[src/rtl/ppc_pkg.sv]
// ----------------------------------------------------------------------------
// ppc_pkg
// types, constants and channel arithmetic shared by the compositor modules
// ----------------------------------------------------------------------------
package ppc_pkg;

  // field widths
  localparam int OP_W       = 3;
  localparam int PIX_W      = 32;
  localparam int CFG_IDX_W  = 3;
  localparam int CFG_DATA_W = 24;

  // stream word layout
  localparam int S_DATA_W = 72;
  localparam int M_DATA_W = 40;

  // operation codes
  localparam logic [OP_W-1:0] OP_FILL     = 3'd0;
  localparam logic [OP_W-1:0] OP_BLEND    = 3'd1;
  localparam logic [OP_W-1:0] OP_COLORMOD = 3'd2;
  localparam logic [OP_W-1:0] OP_COPY     = 3'd3;
  localparam logic [OP_W-1:0] OP_RGB565   = 3'd4;

  // register indexes
  localparam logic [CFG_IDX_W-1:0] CFG_FILL_RED   = 3'd0;
  localparam logic [CFG_IDX_W-1:0] CFG_FILL_GREEN = 3'd1;
  localparam logic [CFG_IDX_W-1:0] CFG_FILL_BLUE  = 3'd2;
  localparam logic [CFG_IDX_W-1:0] CFG_FILL_ALPHA = 3'd3;
  localparam logic [CFG_IDX_W-1:0] CFG_TINT       = 3'd4;

  // register reset values
  localparam logic [7:0]  FILL_RESET = 8'hff;
  localparam logic [23:0] TINT_RESET = 24'hffffff;

  // what the second stage does with the prepared colour
  typedef enum logic [1:0] {
    KIND_NONE,
    KIND_PASS,
    KIND_OVER
  } kind_t;

  // configuration register bank
  typedef struct packed {
    logic [7:0]  fill_red;
    logic [7:0]  fill_green;
    logic [7:0]  fill_blue;
    logic [7:0]  fill_alpha;
    logic [23:0] tint;
  } cfg_t;

  // prepared item handed from the first to the second stage
  typedef struct packed {
    kind_t            kind;
    logic [PIX_W-1:0] color;
    logic [7:0]       da;
    logic [PIX_W-1:0] dst;
  } prep_t;

  // channel scale: (c*k)>>8
  function automatic logic [7:0] scale8(input logic [7:0] c, input logic [7:0] k);
    logic [15:0] p;
    p = c * k;
    return p[15:8];
  endfunction

  // channel premultiply: ((c+1)*a)>>8
  function automatic logic [7:0] premul8(input logic [7:0] c, input logic [7:0] a);
    logic [16:0] p;
    p = ({1'b0, c} + 9'd1) * a;
    return p[15:8];
  endfunction

endpackage

[src/rtl/ppc_cfg.sv]
// ----------------------------------------------------------------------------
// ppc_cfg
// fill colour and tint registers behind the write port
// ----------------------------------------------------------------------------
module ppc_cfg
  import ppc_pkg::*;
(
  input  logic                  clk,
  input  logic                  rst,
  input  logic                  cfg_we,
  input  logic [CFG_IDX_W-1:0]  cfg_index,
  input  logic [CFG_DATA_W-1:0] cfg_data,
  output cfg_t                  cfg
);

  // register writes, unknown indexes dropped
  always_ff @(posedge clk) begin
    if (rst) begin
      cfg.fill_red   <= FILL_RESET;
      cfg.fill_green <= FILL_RESET;
      cfg.fill_blue  <= FILL_RESET;
      cfg.fill_alpha <= FILL_RESET;
      cfg.tint       <= TINT_RESET;
    end else if (cfg_we) begin
      case (cfg_index)
        CFG_FILL_RED:   cfg.fill_red   <= cfg_data[7:0];
        CFG_FILL_GREEN: cfg.fill_green <= cfg_data[7:0];
        CFG_FILL_BLUE:  cfg.fill_blue  <= cfg_data[7:0];
        CFG_FILL_ALPHA: cfg.fill_alpha <= cfg_data[7:0];
        CFG_TINT:       cfg.tint       <= cfg_data;
        default: ;
      endcase
    end
  end

endmodule

[src/rtl/ppc_prep.sv]
// ----------------------------------------------------------------------------
// ppc_prep
// first stage: decodes the operation and builds the colour to draw
// ----------------------------------------------------------------------------
module ppc_prep
  import ppc_pkg::*;
(
  input  cfg_t             cfg,
  input  logic [OP_W-1:0]  op,
  input  logic [PIX_W-1:0] src_pixel,
  input  logic [PIX_W-1:0] dst_pixel,
  output prep_t            prep
);

  logic [PIX_W-1:0] fill_color;
  logic [23:0]      tint_scaled;
  logic [7:0]       src_alpha;
  logic [7:0]       glyph_alpha;

  // premultiplied fill colour
  assign fill_color = {cfg.fill_alpha,
                       premul8(cfg.fill_red,   cfg.fill_alpha),
                       premul8(cfg.fill_green, cfg.fill_alpha),
                       premul8(cfg.fill_blue,  cfg.fill_alpha)};

  // tint scaled by glyph alpha
  assign glyph_alpha = src_pixel[7:0];
  assign tint_scaled = {scale8(cfg.tint[23:16], glyph_alpha),
                        scale8(cfg.tint[15:8],  glyph_alpha),
                        scale8(cfg.tint[7:0],   glyph_alpha)};

  assign src_alpha = src_pixel[31:24];

  // operation decode
  always_comb begin
    prep.kind  = KIND_NONE;
    prep.color = '0;
    prep.da    = '0;
    prep.dst   = dst_pixel;
    case (op)
      OP_FILL: begin
        prep.color = fill_color;
        prep.da    = ~cfg.fill_alpha;
        if (cfg.fill_alpha == 8'hff) begin
          prep.kind = KIND_PASS;
        end else if (cfg.fill_alpha != 8'h00) begin
          prep.kind = KIND_OVER;
        end
      end
      OP_BLEND: begin
        prep.da = ~src_alpha;
        if (src_alpha == 8'hff) begin
          prep.kind  = KIND_PASS;
          prep.color = {8'h00, src_pixel[23:0]};
        end else if (src_alpha != 8'h00) begin
          prep.kind  = KIND_OVER;
          prep.color = src_pixel;
        end
      end
      OP_COLORMOD: begin
        prep.color = {8'h00, tint_scaled};
        prep.da    = ~glyph_alpha;
        if (glyph_alpha == 8'hff) begin
          prep.kind = KIND_PASS;
        end else if (glyph_alpha != 8'h00) begin
          prep.kind = KIND_OVER;
        end
      end
      OP_COPY: begin
        prep.kind  = KIND_PASS;
        prep.color = src_pixel;
      end
      OP_RGB565: begin
        prep.kind  = KIND_PASS;
        prep.color = {16'h0000, src_pixel[23:19], src_pixel[15:10], src_pixel[7:3]};
      end
      default: ;
    endcase
  end

endmodule

[src/rtl/ppc_over.sv]
// ----------------------------------------------------------------------------
// ppc_over
// second stage: source-over blend of the prepared colour onto the destination
// ----------------------------------------------------------------------------
module ppc_over
  import ppc_pkg::*;
(
  input  prep_t            prep,
  output logic [PIX_W-1:0] out_pixel,
  output logic             write_enable
);

  logic [PIX_W-1:0] dst_scaled;
  logic [PIX_W-1:0] blended;

  // destination channels scaled by inverse alpha, destination alpha dropped
  assign dst_scaled = {8'h00,
                       scale8(prep.dst[23:16], prep.da),
                       scale8(prep.dst[15:8],  prep.da),
                       scale8(prep.dst[7:0],   prep.da)};

  // channel sums carry into the next channel, wrap at 32 bits
  assign blended = dst_scaled + {8'h00, prep.color[23:0]};

  // result select
  always_comb begin
    case (prep.kind)
      KIND_PASS: begin
        out_pixel    = prep.color;
        write_enable = 1'b1;
      end
      KIND_OVER: begin
        out_pixel    = blended;
        write_enable = 1'b1;
      end
      default: begin
        out_pixel    = '0;
        write_enable = 1'b0;
      end
    endcase
  end

endmodule

[src/rtl/premultiplied_pixel_compositor.sv]
// ----------------------------------------------------------------------------
// premultiplied_pixel_compositor
// per-pixel argb8888 compositor: fill, premultiplied blend, glyph colormod,
// copy and rgb565 pack
//
//   channel  dir  fields (low bit up)
//   s_*      in   tdata: op[2:0] src_pixel[34:3] dst_pixel[66:35], zero pad
//   m_*      out  tdata: out_pixel[31:0] write_enable[32], zero pad
//   cfg_*    in   write enable, register index, data
//
// one pixel per cycle unless m_tready stalls; three register stages (input,
// prepare, result), which a taken word passes in order before m_tvalid rises
// the two multiply layers (colour build, destination scale) set the stage split
// rst clears all valid bits and loads the register reset values
// a stall on m_tready fills empty stages before s_tready drops
// ----------------------------------------------------------------------------
module premultiplied_pixel_compositor
  import ppc_pkg::*;
(
  input  logic                  clk,
  input  logic                  rst,
  input  logic                  s_tvalid,
  output logic                  s_tready,
  input  logic [S_DATA_W-1:0]   s_tdata,   // op, src_pixel, dst_pixel
  output logic                  m_tvalid,
  input  logic                  m_tready,
  output logic [M_DATA_W-1:0]   m_tdata,   // out_pixel, write_enable
  input  logic                  cfg_we,
  input  logic [CFG_IDX_W-1:0]  cfg_index,
  input  logic [CFG_DATA_W-1:0] cfg_data
);

  cfg_t             cfg;
  logic             v1;
  logic             v2;
  logic             v3;
  logic             adv1;
  logic             adv2;
  logic             adv3;
  logic [OP_W-1:0]  op;
  logic [PIX_W-1:0] src_pixel;
  logic [PIX_W-1:0] dst_pixel;
  prep_t            prep_next;
  prep_t            prep;
  logic [PIX_W-1:0] out_pixel_next;
  logic             write_enable_next;
  logic [PIX_W-1:0] out_pixel;
  logic             write_enable;

  ppc_cfg u_cfg (
    .clk       (clk),
    .rst       (rst),
    .cfg_we    (cfg_we),
    .cfg_index (cfg_index),
    .cfg_data  (cfg_data),
    .cfg       (cfg)
  );

  // stage moves: a stage loads when it is empty or its contents move on
  assign adv3     = !v3 || m_tready;
  assign adv2     = !v2 || adv3;
  assign adv1     = !v1 || adv2;
  assign s_tready = adv1;

  // valid bits
  always_ff @(posedge clk) begin
    if (rst) begin
      v1 <= 1'b0;
      v2 <= 1'b0;
      v3 <= 1'b0;
    end else begin
      if (adv1) v1 <= s_tvalid;
      if (adv2) v2 <= v1;
      if (adv3) v3 <= v2;
    end
  end

  // input register
  always_ff @(posedge clk) begin
    if (adv1 && s_tvalid) begin
      op        <= s_tdata[2:0];
      src_pixel <= s_tdata[34:3];
      dst_pixel <= s_tdata[66:35];
    end
  end

  ppc_prep u_prep (
    .cfg       (cfg),
    .op        (op),
    .src_pixel (src_pixel),
    .dst_pixel (dst_pixel),
    .prep      (prep_next)
  );

  // prepare register
  always_ff @(posedge clk) begin
    if (adv2 && v1) begin
      prep <= prep_next;
    end
  end

  ppc_over u_over (
    .prep         (prep),
    .out_pixel    (out_pixel_next),
    .write_enable (write_enable_next)
  );

  // result register
  always_ff @(posedge clk) begin
    if (adv3 && v2) begin
      out_pixel    <= out_pixel_next;
      write_enable <= write_enable_next;
    end
  end

  assign m_tvalid = v3;
  assign m_tdata  = {7'd0, write_enable, out_pixel};

endmodule

[config.mk]
export PLATFORM = sky130hd
export DESIGN_NAME = premultiplied_pixel_compositor
export DESIGN_NICKNAME = d
export VERILOG_FILES = /design/src/rtl/ppc_pkg.sv /design/src/rtl/ppc_cfg.sv /design/src/rtl/ppc_prep.sv /design/src/rtl/ppc_over.sv /design/src/rtl/premultiplied_pixel_compositor.sv
export SDC_FILE = /design/constraint.sdc
export NUM_CORES = 2
export LEC_CHECK = 0
export ABC_AREA = 1
export BUFFER_PORTS_ARGS = -buffer_cell sky130_fd_sc_hd__buf_4
export CAP_MARGIN = 30
export CORE_MARGIN = 2
export CORE_UTILIZATION = 70
export CTS_CLUSTER_DIAMETER = 150
export CTS_CLUSTER_SIZE = 12
export DETAILED_ROUTE_END_ITERATION = 10
export HOLD_SLACK_MARGIN = 0.05
export PLACE_DENSITY = 0.89
export SLEW_MARGIN = 20
export SYNTH_ARGS = -nofsm -noshare
export SYNTH_HDL_FRONTEND = slang
export SYNTH_SLANG_ARGS = --single-unit
[constraint.sdc]
create_clock -name clk -period 7.9 [get_ports clk]
set_input_delay 1.58 -clock clk [delete_from_list [all_inputs] [get_ports clk]]
set_output_delay 1.58 -clock clk [all_outputs]
set_load 0.05 [all_outputs]
==> out/metrics.cfg <==
[timing]
fmax_mhz = 159
slew_viol_final = 0
skew_ps = 28.1
period_share = 0.796
worstMarginPinSlew_ps = 1030
finalHoldViolCount = 0
period_needed_ps = 6290
relSlewSlack = 0.313
finalSetupTns_ps = 0
setup_viol = 0
fin_ws_ps = 1610
rsz0062_at_grt = no

[die]
start_util = 0.713
dieWidth_um = 211
top_level_ports = 146
core-area_um2 = 42200
fp.dieArea_um2 = 44700
core.rowCount = 75
die_h_um = 211

[synthesis]
synth_area_per_cell_um2 = 7.37
synth_edf_count = 158
yosysWarningCount = 0
synth_seq_cells = 217
ys_types = 51
async_flop_share = 0
synth_top_area_frac = 0.220
yosys-top-cells-count = nand2_1 (1186), inv_1 (955), fa_1 (331)
post-synth-top-count-cell = nand2_1
synthTopCellsByArea = fa_1 (22%), edfxtp_1 (16%), nand2_1 (15%), ha_1 (13%), inv_1 (12%)
yosysTopAreaCell = fa_1
synth_flop_cell = edfxtp_1
syn_area_um2 = 30100
ys_seq_area_frac = 0.197
syn_inst = 4087

[global_routing]
grt_max_degree = 67
overflow = 0
grt_pass1_vias = 26428
track_usage = 0.361
grt_antenna_before_repair = 1
grt_pass1_wl_um = 128000

[route]
routed-via-count = 26464
vias_per_cell = 5.65
wl_um = 79200
drtIter0Drc = 2638
drt-wirelength-per-cell_um = 16.9
first_pass_iters = 6
postRouteAntennaNets = 0
drcViolationCount = 0

[power]
total_power_w = 0.0101
power.share.sequential = 0.142
ir_drop_uv = 320
p_comb_frac = 0.759
p_clk_frac = 0.099
p_sw_w = 0.00540
p_int_w = 0.00469
swShare = 0.535
power.leakage_nw = 18.7
power_density_nw_per_um2 = 314

[layout]
layout.cells.non_filler = 4682
area_growth_pct = 6.64
final_nets = 4885
layout-drive-gt1-share = 0.0512
final_cell_area_um2 = 32100

[placed_design]
portBuffers = 125
place_congestion = 0.984
hpwlAfterDp_um = 61000
placed_area_um2 = 31300
pre_cts_slack_ps = 1650
dp.cells = 4631

[clocking]
clock_latency_ps = 560
post-cts-setup-buffers = 0
cts.sink_count = 217
ctsResizeCount = 0
cts_hold_buffers = 0
cts_root_buf = clkbuf_16
clk_path_buf_depth = 3
cts_tree = yes
cts_max_level = 1
numCtsBuffers = 22
clkTransAtPathRegs_ps = 80

[hold_path]
hold_class = reg -> reg

[worst_setup_path]
worst_setup_path_start_kind = flip-flop
arrival_ps = 6640
cp-end-kind = flip-flop
worst_ep_required_time_ps = 8250
crit_type = reg -> reg
path_max_fanout = 24

[job]
maxCapViolCount = 0

[run_status]
status = finished, final reports clean

[state kept, by name, summed over array words and instances, names as in the netlist]
register	cells
prep	66
u_cfg.cfg	56
src_pixel	32
write_enable	1
m_tvalid	1
op	3
dst_pixel	24
v2	1
out_pixel	32
v1	1
[metrics by stage]
step,hold slack [ps],util
final,410,0.760
after global routing,422,0.760
after CTS,405,0.756
after detailed placement,405,0.741
after global placement,402,0.741
after floorplan,400,-
[routing by layer]
layer,GRT usage,wire [um]
met1,0.456,29900
met2,0.598,36800
met3,0.0697,8480
met4,0.177,4010
met5,0,0
[power by group through the flow]
stage               Clock (W)  Sequential [W]  Combinational (W)
finish                0.00100         0.00143            0.00766
global route          0.00105         0.00144            0.00874
CTS                   0.00101         0.00143            0.00750
detailed placement          0         0.00146            0.00743
global placement            0         0.00145            0.00720
floorplan                   0         0.00141            0.00580
[critical path, cell delays in order (launching register included)]
cell and delay [ps]:
edfxtp_1 1030, nand2_1 200, fa_1 540, fa_1 490
inv_1 50, fa_1 480, inv_1 50, fa_1 470
inv_1 40, ha_1 330, a21oi_1 190, nor2_1 60
nor2_1 150, inv_1 70, a21oi_1 120, nand2_1 90
xor2_1 160, ha_1 380, nand2_1 110, nor2_1 180
nand3_1 100, nand2_1 180, nand2_1 110, nand4_1 110
nand3_1 70, a21oi_1 310
[logic make-up (layout without fill, tap and decap cells)]
group,Yosys count,in the layout,synth area share
AOI/OAI and AO/OA,284,284,0.0538
xor gates and xnor gates,38,38,0.0120
adders and majority gates,655,655,0.355
buffers and inverters,1108,1157,0.141
DFF,217,217,0.197
other,1,8,0.000125
and+or+nand+nor,1784,1784,0.242
[final timing paths]
kind | from | to | slack, ps | depth (start not counted)
max | prep[37]$_DFFE_PP_ | out_pixel[23]$_DFFE_PP_ | 1610 | 25
min | dst_pixel[1]$_DFFE_PP_ | prep[1]$_DFFE_PP_ | 410 | 0
max reg2reg | prep[37]$_DFFE_PP_ | out_pixel[23]$_DFFE_PP_ | 1610 | 25
min reg2reg | dst_pixel[1]$_DFFE_PP_ | prep[1]$_DFFE_PP_ | 410 | 0
[layout make-up]
class	instances	area, um^2
inverters	962	3610
clock buffers	38	611
flip-flops and latches	217	5930
clock inverters	2	27.5
diodes	1	2.50
fillers	3144	10100
repair buffers	155	1270
well taps	539	674
multi-input cells	2768	20000
[layout by cell type (no fill, tap or decap), types with 6 or more instances in the layout]
cell / instances
buf_4: 145
inv_1: 953
a21o_1: 15
o221ai_1: 8
xnor2_1: 13
o22ai_1: 8
dfxtp_1: 59
buf_8: 6
nor3_1: 19
xor2_1: 21
o21ai_0: 50
nand3_1: 207
nor2_1: 274
nand3b_1: 30
clkbuf_16: 22
o211ai_1: 14
a21oi_1: 155
ha_1: 324
o21bai_1: 13
nand2_1: 1186
clkbuf_1: 16
nor4_1: 6
nand4_1: 33
conb_1: 7
fa_1: 331
edfxtp_1: 158
(Power assumes the default switching activity.)
